<file path="config.mk">
export PLATFORM = sky130hd
export DESIGN_NAME = hex_text_to_bytes
export DESIGN_NICKNAME = d
export VERILOG_FILES = /design/src/rtl/core/hxb_pkg.sv /design/src/rtl/core/hxb_step.sv /design/src/rtl/core/hex_text_to_bytes.sv
export SDC_FILE = /design/constraint.sdc
export NUM_CORES = 1
export LEC_CHECK = 0
export ABC_AREA = 1
export BUFFER_PORTS_ARGS = -buffer_cell sky130_fd_sc_hd__buf_2
export CORE_ASPECT_RATIO = 1.2
export CORE_UTILIZATION = 54
export CTS_CLUSTER_SIZE = 8
export DETAILED_ROUTE_END_ITERATION = 12
export PLACE_DENSITY = 0.77
export SYNTH_ARGS = -nofsm -noshare
export SYNTH_HDL_FRONTEND = slang
export SYNTH_SLANG_ARGS = --single-unit
</file>
<file path="constraint.sdc">
create_clock -name clock -period 2.85 [get_ports clock]
set_input_delay 0.1425 -clock clock [delete_from_list [all_inputs] [get_ports clock]]
set_output_delay 0.1425 -clock clock [all_outputs]
set_load 0.1 [all_outputs]
</file>
<file path="src/rtl/core/hxb_pkg.sv">
// ----------------------------------------------------------------------------
// hxb_pkg
// Shared types, constants and the hex digit decoder for the hex text parser.
// ----------------------------------------------------------------------------
`default_nettype none

package hxb_pkg;

   localparam int unsigned CountWidth = 16;
   localparam int unsigned CharWidth  = 8;
   localparam int unsigned NibWidth   = 4;
   localparam int unsigned CsrWidth   = 32;
   localparam int unsigned AddrWidth  = 2;

   localparam logic [AddrWidth-1:0]  AddrOutCapacity  = 2'd0;
   localparam logic [CountWidth-1:0] CapacityReset    = 16'hFFFF;

   localparam logic [CharWidth-1:0] ChSpace = 8'h20;
   localparam logic [CharWidth-1:0] ChColon = 8'h3A;
   localparam logic [CharWidth-1:0] ChZero  = 8'h30;
   localparam logic [CharWidth-1:0] ChNine  = 8'h39;
   localparam logic [CharWidth-1:0] ChLowA  = 8'h61;
   localparam logic [CharWidth-1:0] ChLowF  = 8'h66;
   localparam logic [CharWidth-1:0] ChUpA   = 8'h41;
   localparam logic [CharWidth-1:0] ChUpF   = 8'h46;
   localparam logic [CharWidth-1:0] DigitTen = 8'd10;

   // per-string parse state
   typedef struct packed {
      logic                  need_low;
      logic [NibWidth-1:0]   high_nibble;
      logic [CountWidth-1:0] produced;
      logic                  in_trailer;
      logic                  failed;
   } hxb_state_type;

   // one result word
   typedef struct packed {
      logic                  valid;
      logic                  byte_valid;
      logic [CharWidth-1:0]  data_byte;
      logic                  done_res;
      logic                  status;
      logic [CountWidth-1:0] byte_count;
   } hxb_res_type;

   // {is_digit, value}
   function automatic logic [NibWidth:0] hex_digit(input logic [CharWidth-1:0] ch);
      logic [CharWidth-1:0] v;
      logic                 ok;
      v  = '0;
      ok = 1'b0;
      if (ch inside {[ChZero:ChNine]}) begin
         v  = ch - ChZero;
         ok = 1'b1;
      end else if (ch inside {[ChLowA:ChLowF]}) begin
         v  = ch - ChLowA + DigitTen;
         ok = 1'b1;
      end else if (ch inside {[ChUpA:ChUpF]}) begin
         v  = ch - ChUpA + DigitTen;
         ok = 1'b1;
      end
      return {ok, v[NibWidth-1:0]};
   endfunction

endpackage

`default_nettype wire

</file>
<file path="src/rtl/core/hxb_step.sv">
// ----------------------------------------------------------------------------
// hxb_step
// Per-character decision: next parse state and the result word, if any.
// ----------------------------------------------------------------------------
`default_nettype none

module hxb_step (
   input  wire logic [hxb_pkg::CharWidth-1:0]  character,
   input  wire logic                           has_char,
   input  wire logic                           last,
   input  wire logic [hxb_pkg::CountWidth-1:0] out_capacity,
   input  wire hxb_pkg::hxb_state_type         state_cur,
   output hxb_pkg::hxb_state_type              state_nxt,
   output hxb_pkg::hxb_res_type                result
);
   import hxb_pkg::*;

   logic [NibWidth:0]    dig;
   logic                 sep;
   logic                 emit;
   logic [CharWidth-1:0] byte_val;
   hxb_state_type        n;

   always_comb begin
      dig      = hex_digit(character);
      sep      = character inside {ChSpace, ChColon};
      n        = state_cur;
      emit     = 1'b0;
      byte_val = '0;

      if (has_char && !state_cur.failed) begin
         if (state_cur.in_trailer || (state_cur.produced >= out_capacity)) begin
            n.in_trailer = 1'b1;
            if (!sep) n.failed = 1'b1;
         end else if (dig[NibWidth]) begin
            if (state_cur.need_low) begin
               byte_val   = {state_cur.high_nibble, dig[NibWidth-1:0]};
               emit       = 1'b1;
               n.produced = state_cur.produced + 1'b1;
               n.need_low = 1'b0;
            end else begin
               n.high_nibble = dig[NibWidth-1:0];
               n.need_low    = 1'b1;
            end
         end else if (sep) begin
            if (state_cur.need_low) n.failed = 1'b1;
         end else begin
            n.failed = 1'b1;
         end
      end

      // end of string: a lone nibble stands as a byte only when nothing came before
      if (last && !n.failed && n.need_low) begin
         if ((n.produced == '0) && (out_capacity != '0)) begin
            byte_val   = {{(CharWidth-NibWidth){1'b0}}, n.high_nibble};
            emit       = 1'b1;
            n.produced = {{(CountWidth-1){1'b0}}, 1'b1};
            n.need_low = 1'b0;
         end else begin
            n.failed = 1'b1;
         end
      end

      result.valid      = emit || last;
      result.byte_valid = emit;
      result.data_byte  = emit ? byte_val : '0;
      result.done_res   = last;
      result.status     = last ? n.failed : 1'b0;
      result.byte_count = last ? n.produced : '0;

      state_nxt = last ? '0 : n;
   end

endmodule

`default_nettype wire

</file>
<file path="src/rtl/core/hex_text_to_bytes.sv">
// ----------------------------------------------------------------------------
// hex_text_to_bytes
// Hex text parser: pairs hex characters into bytes, checks separators and
// capacity, and closes each string with a status and byte count word.
// ----------------------------------------------------------------------------
// Path: an accepted request word is held in the input register, then in the result register, as its response word.
// Throughput: one request word per cycle; the input register and the result
//   register form a two-stage pipeline held only by rsp_stall.
// Reset: synchronous, active high; clears the pipeline valids and the parse
//   state, and sets out_capacity to 65535. No clearing pass is needed.
// ----------------------------------------------------------------------------
`default_nettype none

module hex_text_to_bytes (
   input  wire logic                           clock,
   input  wire logic                           reset,
   // request channel
   input  wire logic                           req_valid,
   output      logic                           req_stall,
   input  wire logic [hxb_pkg::CharWidth-1:0]  req_character,
   input  wire logic                           req_has_char,
   input  wire logic                           req_last,
   // response channel
   output      logic                           rsp_valid,
   input  wire logic                           rsp_stall,
   output      logic                           rsp_byte_valid,
   output      logic [hxb_pkg::CharWidth-1:0]  rsp_data_byte,
   output      logic                           rsp_done_res,
   output      logic                           rsp_status,
   output      logic [hxb_pkg::CountWidth-1:0] rsp_byte_count,
   // register port
   input  wire logic                           psel,
   input  wire logic                           penable,
   input  wire logic                           pwrite,
   input  wire logic [hxb_pkg::AddrWidth-1:0]  paddr,
   input  wire logic [hxb_pkg::CsrWidth-1:0]   pwdata,
   output      logic [hxb_pkg::CsrWidth-1:0]   prdata,
   output      logic                           pready
);
   import hxb_pkg::*;

   // ---------------------------------------------------------------------
   // Register port: one register, out_capacity, at byte address 0.
   // Writes land on the access phase; reads return the live value.
   // ---------------------------------------------------------------------
   logic [CountWidth-1:0] capacity_ff;
   logic [CountWidth-1:0] capacity_in;
   logic                  csr_write;

   assign pready    = 1'b1;
   assign csr_write = psel && penable && pwrite && pready;

   always_comb begin
      capacity_in = capacity_ff;
      if (csr_write && (paddr == AddrOutCapacity)) begin
         capacity_in = pwdata[CountWidth-1:0];
      end
   end

   always_comb begin
      prdata = '0;
      if (paddr == AddrOutCapacity) begin
         prdata = {{(CsrWidth-CountWidth){1'b0}}, capacity_ff};
      end
   end

   always_ff @(posedge clock) begin
      if (reset) begin
         capacity_ff <= CapacityReset;
      end else begin
         capacity_ff <= capacity_in;
      end
   end

   // ---------------------------------------------------------------------
   // Pipeline control.
   // out_free: the result register can take a word this cycle, either
   // because it is empty or because its word leaves now.
   // s1_take: the input register can take a word, either because it is
   // empty or because its word advances into the result stage now.
   // ---------------------------------------------------------------------
   logic out_free;
   logic s1_take;
   logic s1_valid_ff;
   logic s1_valid_in;
   logic req_accept;

   assign out_free   = !rsp_valid || !rsp_stall;
   assign s1_take    = !s1_valid_ff || out_free;
   assign req_stall  = !s1_take;
   assign req_accept = req_valid && !req_stall;

   // Input register: hold the request word while the result stage is blocked.
   logic [CharWidth-1:0] s1_character_ff;
   logic                 s1_has_char_ff;
   logic                 s1_last_ff;

   always_comb begin
      s1_valid_in = s1_valid_ff;
      if (s1_take) s1_valid_in = req_valid;
   end

   always_ff @(posedge clock) begin
      if (reset) begin
         s1_valid_ff <= 1'b0;
      end else begin
         s1_valid_ff <= s1_valid_in;
      end
   end

   always_ff @(posedge clock) begin
      if (req_accept) begin
         s1_character_ff <= req_character;
         s1_has_char_ff  <= req_has_char;
         s1_last_ff      <= req_last;
      end
   end

   // ---------------------------------------------------------------------
   // Parse state and the per-character decision. The state advances only
   // when the word in the input register moves on, so a stall freezes it.
   // ---------------------------------------------------------------------
   hxb_state_type state_ff;
   hxb_state_type state_in;
   hxb_state_type state_step;
   hxb_res_type   step_res;
   logic          s1_advance;

   hxb_step u_step (
      .character    (s1_character_ff),
      .has_char     (s1_has_char_ff),
      .last         (s1_last_ff),
      .out_capacity (capacity_ff),
      .state_cur    (state_ff),
      .state_nxt    (state_step),
      .result       (step_res)
   );

   assign s1_advance = s1_valid_ff && out_free;

   always_comb begin
      state_in = state_ff;
      if (s1_advance) state_in = state_step;
   end

   always_ff @(posedge clock) begin
      if (reset) begin
         state_ff <= '0;
      end else begin
         state_ff <= state_in;
      end
   end

   // ---------------------------------------------------------------------
   // Result register. Words that produce nothing (plain separators, high
   // nibbles, empty markers) drop out here without taking a slot.
   // ---------------------------------------------------------------------
   logic        rsp_valid_ff;
   logic        rsp_valid_in;
   hxb_res_type rsp_ff;

   always_comb begin
      rsp_valid_in = rsp_valid_ff;
      if (out_free) rsp_valid_in = s1_valid_ff && step_res.valid;
   end

   always_ff @(posedge clock) begin
      if (reset) begin
         rsp_valid_ff <= 1'b0;
      end else begin
         rsp_valid_ff <= rsp_valid_in;
      end
   end

   // payload loads only when the slot is free, so a stalled word holds
   always_ff @(posedge clock) begin
      if (out_free) begin
         rsp_ff <= step_res;
      end
   end

   assign rsp_valid      = rsp_valid_ff;
   assign rsp_byte_valid = rsp_ff.byte_valid;
   assign rsp_data_byte  = rsp_ff.data_byte;
   assign rsp_done_res   = rsp_ff.done_res;
   assign rsp_status     = rsp_ff.status;
   assign rsp_byte_count = rsp_ff.byte_count;

   // ---------------------------------------------------------------------
   // Assertions
   // ---------------------------------------------------------------------
   // a word mid-string exists only to carry a byte
   a_mid_carries_byte: assert property (@(posedge clock) disable iff (reset)
      rsp_valid && !rsp_done_res |-> rsp_byte_valid)
      else $error("mid-string response without a byte");

   // status and count are zero except on the closing word
   a_mid_no_summary: assert property (@(posedge clock) disable iff (reset)
      rsp_valid && !rsp_done_res |-> !rsp_status && (rsp_byte_count == '0))
      else $error("summary fields set on a mid-string response");

   // a byte on the closing word is counted in it
   a_done_byte_counted: assert property (@(posedge clock) disable iff (reset)
      rsp_valid && rsp_done_res && rsp_byte_valid |-> rsp_byte_count != '0)
      else $error("closing byte missing from the count");

   // never accept into a full input register that cannot drain
   a_no_overrun: assert property (@(posedge clock) disable iff (reset)
      req_accept |-> !s1_valid_ff || out_free)
      else $error("input register overrun");

   // the parse state is clear at the start of every string
   a_clear_after_done: assert property (@(posedge clock) disable iff (reset)
      s1_advance && s1_last_ff |=> state_ff == '0)
      else $error("parse state not cleared after end of string");

endmodule

`default_nettype wire

</file>
==> results of run 1 <==
-- per-stage QoR --
step,utilization [%],hold WS [ns],setup TNS (ns)
3_5_place_dp,64.32,0.3206,0
4_1_cts,69.14,0.008494,0
6_report,74.08,0.01744,0
2_1_floorplan,-,0.2414,0
3_3_place_gp,64.32,0.3193,0
5_1_grt,74.08,0.01381,-0.7536
-- registers in the layout (all words and copies together) (netlist names) --
register	cells
s1_last_ff	1
rsp_data_byte	8
s1_character_ff	8
s1_has_char_ff	1
rsp_status	1
s1_valid_ff	1
rsp_byte_count	16
state_ff	23
rsp_byte_valid	1
capacity_ff	16
rsp_done_res	1
rsp_valid	1
-- logic make-up (layout without fill, tap and decap cells) --
family                   count (synthesis)  in the layout  share of synthesized area [%]
AO/OA/AOI/OAI                           75             75                          9.512
XOR/XNOR                                 4              4                         0.7587
other                                    2             17                         0.1627
adder cells (fa/ha/maj)                 22             22                          5.962
AND/OR/NAND/NOR                        306            306                          30.24
buffers and inverters                  121            252                          11.52
flip-flops                              78             78                          41.84
-- worst max-delay path, cell delays in order (launching register included) --
cell	delay, ns
dfxtp_2	0.36
inv_4	0.05
ha_4	0.23
nand2_1	0.06
inv_1	0.03
nand2_1	0.07
nor2_1	0.05
nor2_1	0.14
nand2_2	0.11
nand2_4	0.11
nand3_4	0.14
buf_6	0.16
o21ai_2	0.09
nand2_1	0.09
inv_2	0.06
nand2_1	0.06
nor3_2	0.19
nand2_1	0.11
nor2_4	0.17
nand3_4	0.13
inv_4	0.10
nor2_1	0.04
-- repair_timing --
item	CTS	global route
endpoints found under the setup margin	3	12
hold buffers	24	0
endpoints found under the hold margin	24	0
resized for setup	1	76
setup buffers	0	12
pin swaps	0	25
-- synth_stat cells (3+ instances only) --
cell type and count:
nand2_1 164, inv_1 73, nor2_1 72, dfxtp_1 41, edfxtp_1 37, a21oi_1 32
ha_1 22, buf_4 18, nand3_1 16, o211ai_1 16, nand4_1 15, inv_2 12
o21ai_0 12, clkbuf_1 11, nand3_2 8, o21ai_1 7, nand2_2 6, nor3_1 5
nor2_2 4, xor2_1 4, clkinv_1 3, nor3_2 3
-- power by group --
part | internal (uW) | switching (uW) | total (uW) | leakage, uW
registers | 1200 | 12.8 | 1210 | 0.000752
clock network | 305 | 374 | 679 | 0.0000753
logic | 100 | 405 | 506 | 0.00211
total | 1600 | 792 | 2390 | 0.00294
-- path summary, 6_finish.rpt --
check | from | endpoint | slack [ns] | depth (start not counted)
setup / recovery | capacity_ff[5] | rsp_data_byte[5] | 0.07 | 21
setup reg to reg | capacity_ff[5] | rsp_data_byte[5] | 0.07 | 21
hold reg to reg | state_ff[0] | state_ff[0] | 0.49 | 2
hold / removal | pwdata[0] | capacity_ff[0] | 0.02 | 3
-- layout make-up --
cell class	instances	area, um^2
Multi-Input combinational cell	424	2509
Fill cell	611	2125
Sequential cell	78	1947
Timing Repair Buffer	148	977.2
Inverter	89	350.3
Tap cell	114	142.6
Clock buffer	12	135.1
Clock inverter	3	12.51
-- metal layers --
metal	global-route usage, %	up-vias	share of wire (%)
li1	-	2212	-
met1	31.99	1989	42
met2	45.30	165	49
met3	3.889	23	5.4
met4	16.79	0	3.4
met5	0	-	0
==> flow_metrics.py, run 1 <==
metrics = {
    "cells_and_area": {
        "final_common_cell": "nand2_1",
        "diodes": 0,
        "fin_area_um2": 6073,
        "num-nets-final": 823,
        "stdcell_count": 868,
        "layout-drive-gt1-share_pct": 31.83,
        "final_cell_mix": "153 x nand2_1, 79 x buf_2, 69 x nor2_1",
        "area_growth_pct": 31.54,
    },
    "clock_network": {
        "cts_tree": "built",
        "clk_path_buf_depth": 2,
        "cts_buffers": 9,
        "clock_sinks": 78,
        "clk_latency_ns": 0.36,
        "root_buffer": "clkbuf_8",
        "htreeDepth": 3,
        "clkSlewWorstSetupHoldPaths_ns": 0.07,
    },
    "sta": {
        "fin_crit_sh_pct": 97.70,
        "skew_ns": 0.006239,
        "setup_viol": 0,
        "max_slew_margin_pct": 45.16,
        "slew_viol_final": 0,
        "min_period_ns": 2.785,
        "max_freq_mhz": 359.1,
        "tightestPinTransition_ns": 0.8218,
        "timing.final.ws_setup_ns": 0.06546,
        "hold_viol_final": 0,
    },
    "setup_path": {
        "worstSetupPathType": "reg2reg",
        "path_max_fanout": 8,
        "required_ns": 2.97,
        "crit_path_start_kind": "flip-flop",
        "crit_path_end_kind": "flip-flop",
        "crit_arrival_ns": 2.91,
    },
    "routing": {
        "first_pass_iters": 5,
        "vias": 4389,
        "routed_wirelength_um": 11520,
        "wl_per_cell_um": 13.28,
        "viasPerCell": 5.056,
        "postRouteAntennaNets": 0,
        "drc_errors": 0,
        "drt_iter0_markers": 219,
    },
    "power": {
        "report.power.total_uw": 2394,
        "irDropWorstVdd_v": 0.0002761,
        "power_density_nw_per_um2": 394.2,
        "leakage_uw": 0.002939,
    },
    "yosys": {
        "ys.flop_type": "dfxtp_1",
        "synthTopCellsByArea": "edfxtp_1 24%, dfxtp_1 18%, nand2_1 13%",
        "yosysSeqAreaShare_pct": 41.84,
        "syn_area_um2": 4617,
        "async_reset_ff_share_pct": 0,
        "yosys.area.top_type": "edfxtp_1",
        "ys_seq_elements": 78,
        "ys_types": 43,
        "syn-instance-count": 608,
        "synth_area_per_cell_um2": 7.594,
        "synth_edf_count": 37,
        "netlist.area_leader.share_pct": 24.07,
        "ys_warn_count": 0,
    },
    "placement": {
        "gp_congestion": 0.9432,
        "dp_hpwl_um": 8191,
        "post-place-ws_ns": 0.008761,
        "port_buffers": 79,
        "placed_cell_area_um2": 5273,
        "dp.cells": 817,
    },
    "die": {
        "io_pins": 113,
        "core.rowCount": 36,
        "design.die.area_um2": 8925,
        "chipHeight_um": 103.3,
        "die_x_um": 86.41,
        "start_util_pct": 56.32,
        "core_um2": 8198,
    },
    "global_routing": {
        "grt_max_degree": 33,
        "antenna_found_initial": 0,
        "first_global_vias": 3975,
        "grt_first_pass_wirelength_um": 18090,
        "grt_use_total_pct": 26.66,
        "grt-ovfl-total": 0,
    },
    "outcome": {
        "status": "complete, no violations",
    },
    "min_path": {
        "hold_class": "in2reg",
    },
    "run": {
        "max_cap_violations": 0,
    },
}
Power figures use the tool's default switching activity.
==> run 2: changes to the inputs <==
Settings changed: BUFFER_PORTS_ARGS -buffer_cell sky130_fd_sc_hd__buf_2 to default, CELL_PAD_IN_SITES_DETAIL_PLACEMENT from default to 1, CELL_PAD_IN_SITES_GLOBAL_PLACEMENT from default to 1, CORE_UTILIZATION 54 to 46, DONT_BUFFER_PORTS from default to 1, PLACE_DENSITY 0.77 to 0.76.
==> run 2 against run 1 <==
Effect of this change: critical endpoint is now rsp_status; clock power increased by 59%; register-to-register slack got worse by 0.11 ns; cell area is 2.8% higher; critical path type unchanged; largest cell class unchanged; the flow now finishes with violations (negative setup slack).
==> flow_metrics.py, run 2 (synthesis results as in run 1) <==
metrics = {
    "sta": {
        "min_period_ns": 2.898,
        "hold_viol_final": 0,
        "setup_viol": 3,
        "skew_ns": 0.01122,
        "tightestPinTransition_ns": 1.248,
        "max_freq_mhz": 345.0,
        "max_slew_margin_pct": 16.50,
        "timing.final.ws_setup_ns": -0.04815,
        "fin_crit_sh_pct": 101.7,
        "slew_viol_final": 0,
    },
    "setup_path": {
        "crit_path_start_kind": "flip-flop",
        "setup.worst_path.start": "state_ff[9]",
        "reg2reg_depth": 16,
        "crit_chain": "ha_4 -> a21oi_1 -> nand2_1 -> nor2_2 -> nand2_2 -> nand2_4 -> nand3_4 -> buf_4 -> o21bai_2 -> nand2_2 -> nor2_1 -> nand2_1 -> nor2_2 -> nand3_1 -> nand2_1 -> a21oi_1",
        "crit_path_end": "rsp_status",
        "path_max_fanout": 8,
        "cp_common_cell": "nand2_1",
        "worst_path_max_delay_cell": "dfxtp_1",
        "reg2reg_to": "rsp_status",
        "ff2ff_setup_slack_ns": -0.05,
        "crit_path_end_kind": "flip-flop",
        "worstSetupPathType": "reg2reg",
        "required_ns": 2.94,
        "crit_arrival_ns": 2.99,
        "slowest_delay_ns": 0.39,
        "rr_startpoint": "state_ff[9]",
    },
    "placement": {
        "dp_hpwl_um": 9967,
        "dp.cells": 770,
        "gp_congestion": 0.8917,
        "port_buffers": 0,
    },
    "routing": {
        "wl_per_cell_um": 20.00,
        "viasPerCell": 5.633,
        "first_pass_iters": 5,
        "postRouteAntennaNets": 0,
        "routed_wirelength_um": 16800,
        "drt_iter0_markers": 300,
        "vias": 4732,
        "drc_errors": 0,
    },
    "global_routing": {
        "grt_use_total_pct": 28.11,
        "antenna_found_initial": 0,
        "first_global_vias": 4630,
        "grt_max_degree": 33,
        "grt_first_pass_wirelength_um": 22430,
        "grt-ovfl-total": 0,
    },
    "cells_and_area": {
        "area_growth_pct": 35.20,
        "layout-drive-gt1-share_pct": 34.73,
        "largest_reg_flops": 23,
        "num-nets-final": 785,
        "diodes": 0,
        "final_common_cell": "nand2_1",
        "nFillCells": 1155,
        "regMostFlops": "state_ff",
        "final_cell_mix": "137 x nand2_1, 77 x buf_4, 57 x inv_1",
        "fin_util_pct": 64.94,
        "stdcell_count": 840,
    },
    "die": {
        "start_util_pct": 48.03,
        "design.die.area_um2": 10440,
        "chipHeight_um": 111.7,
        "io_pins": 113,
        "die_x_um": 93.46,
        "core.rowCount": 39,
        "core_um2": 9613,
    },
    "clock_network": {
        "cts_buffers": 9,
        "clk_latency_ns": 0.34,
        "htreeDepth": 3,
        "clk_path_buf_depth": 2,
        "clkSlewWorstSetupHoldPaths_ns": 0.06,
        "root_buffer": "clkbuf_16",
        "cts_tree": "built",
        "clock_sinks": 78,
    },
    "outcome": {
        "status": "finished with violations",
        "violations": "negative setup slack",
    },
    "power": {
        "leakage_uw": 0.002854,
        "irDropWorstVdd_v": 0.0004221,
        "power_density_nw_per_um2": 450.3,
    },
    "run": {
        "max_cap_violations": 0,
    },
    "min_path": {
        "hold_class": "in2reg",
    },
}
[run 2: changes by cell type in the layout (fill, tap and decap cells not counted), moves of 3 or more]
cell	previous run	this run
buf_6	1	5
buf_2	79	0
nor2_2	4	26
nor2_1	69	48
clkbuf_16	0	9
inv_1	60	57
o21ai_1	5	2
dlygate4sd3_1	24	28
nand2_1	153	137
buf_4	44	77
clkbuf_8	9	1
inv_2	20	24
nand2_2	12	30
[run 2: report_power, final]
part	total [uW]	switching, uW	internal [uW]
Sequential	1300	101	1200
Clock	1080	466	612
Combinational	433	334	99.4
[run 2: area by class of cell]
type	count	area (um^2)	area share [%]
multi-input combinational	424	2606	41.75
clock inverter	4	23.77	0.3808
sequential	78	1949	31.23
timing repair buffer	110	914.6	14.65
tap	123	153.9	2.465
inverter	89	347.8	5.572
clock buffer	12	246.5	3.949
[run 2: worst min path at each step]
stage	start	endpoint	slack (ns)	cells past startpoint
floorplan	req_character[0]	s1_character_ff[0]	0.24	0
detailed placement	reset	state_ff[2]	0.22	1
CTS	rsp_stall	rsp_valid	0.18	2
finish	rsp_stall	rsp_data_byte[2]	0.21	1
global route	rsp_stall	rsp_data_byte[3]	0.20	1
global placement	reset	state_ff[2]	0.21	1
[run 2: per-layer routing]
layer / share of wire, % / vias to the layer above / GRT usage [%]
met1: 37 / 2337 / 30.55
li1: - / 2149 / -
met5: 0 / - / 0
met4: 4.6 / 0 / 12.31
met2: 54 / 186 / 52.75
met3: 4.6 / 60 / 4.372
[run 2: repair_timing]
item | 4_1_cts | 5_1_grt
endpoints found under the setup margin | 10 | 12
endpoints found under the hold margin | 51 | 0
cloned | 0 | 0
buffers inserted | 7 | 19
hold buffers | 28 | 0
gates resized for setup | 14 | 98
pin swaps | 9 | 37
[run 2: critical path: cells and delay by family (launching register included)]
| family | cells | cell delay (ns) |
|---|---|---|
| compound gates | 3 | 0.42 |
| fa+ha+maj | 1 | 0.23 |
| buf+inv | 1 | 0.22 |
| simple gates | 11 | 1.39 |
| flops | 1 | 0.39 |
[run 2: through the flow]
step / area (um^2) / setup WS, ns / hold WS [ns] / TNS [ns] / total power (uW)
3_5_place_dp: 5101 / -0.06430 / 0.2157 / -0.4359 / 1676
3_3_place_gp: 5101 / 0.07299 / 0.2135 / 0 / 1667
4_1_cts: 5761 / 0.002510 / 0.1792 / 0 / 2779
5_1_grt: 6242 / -0.1221 / 0.2008 / -1.222 / 2895
2_1_floorplan: 4683 / 0.02329 / 0.2414 / 0 / 1628
6_report: 6242 / -0.04815 / 0.2078 / -0.07094 / 2811
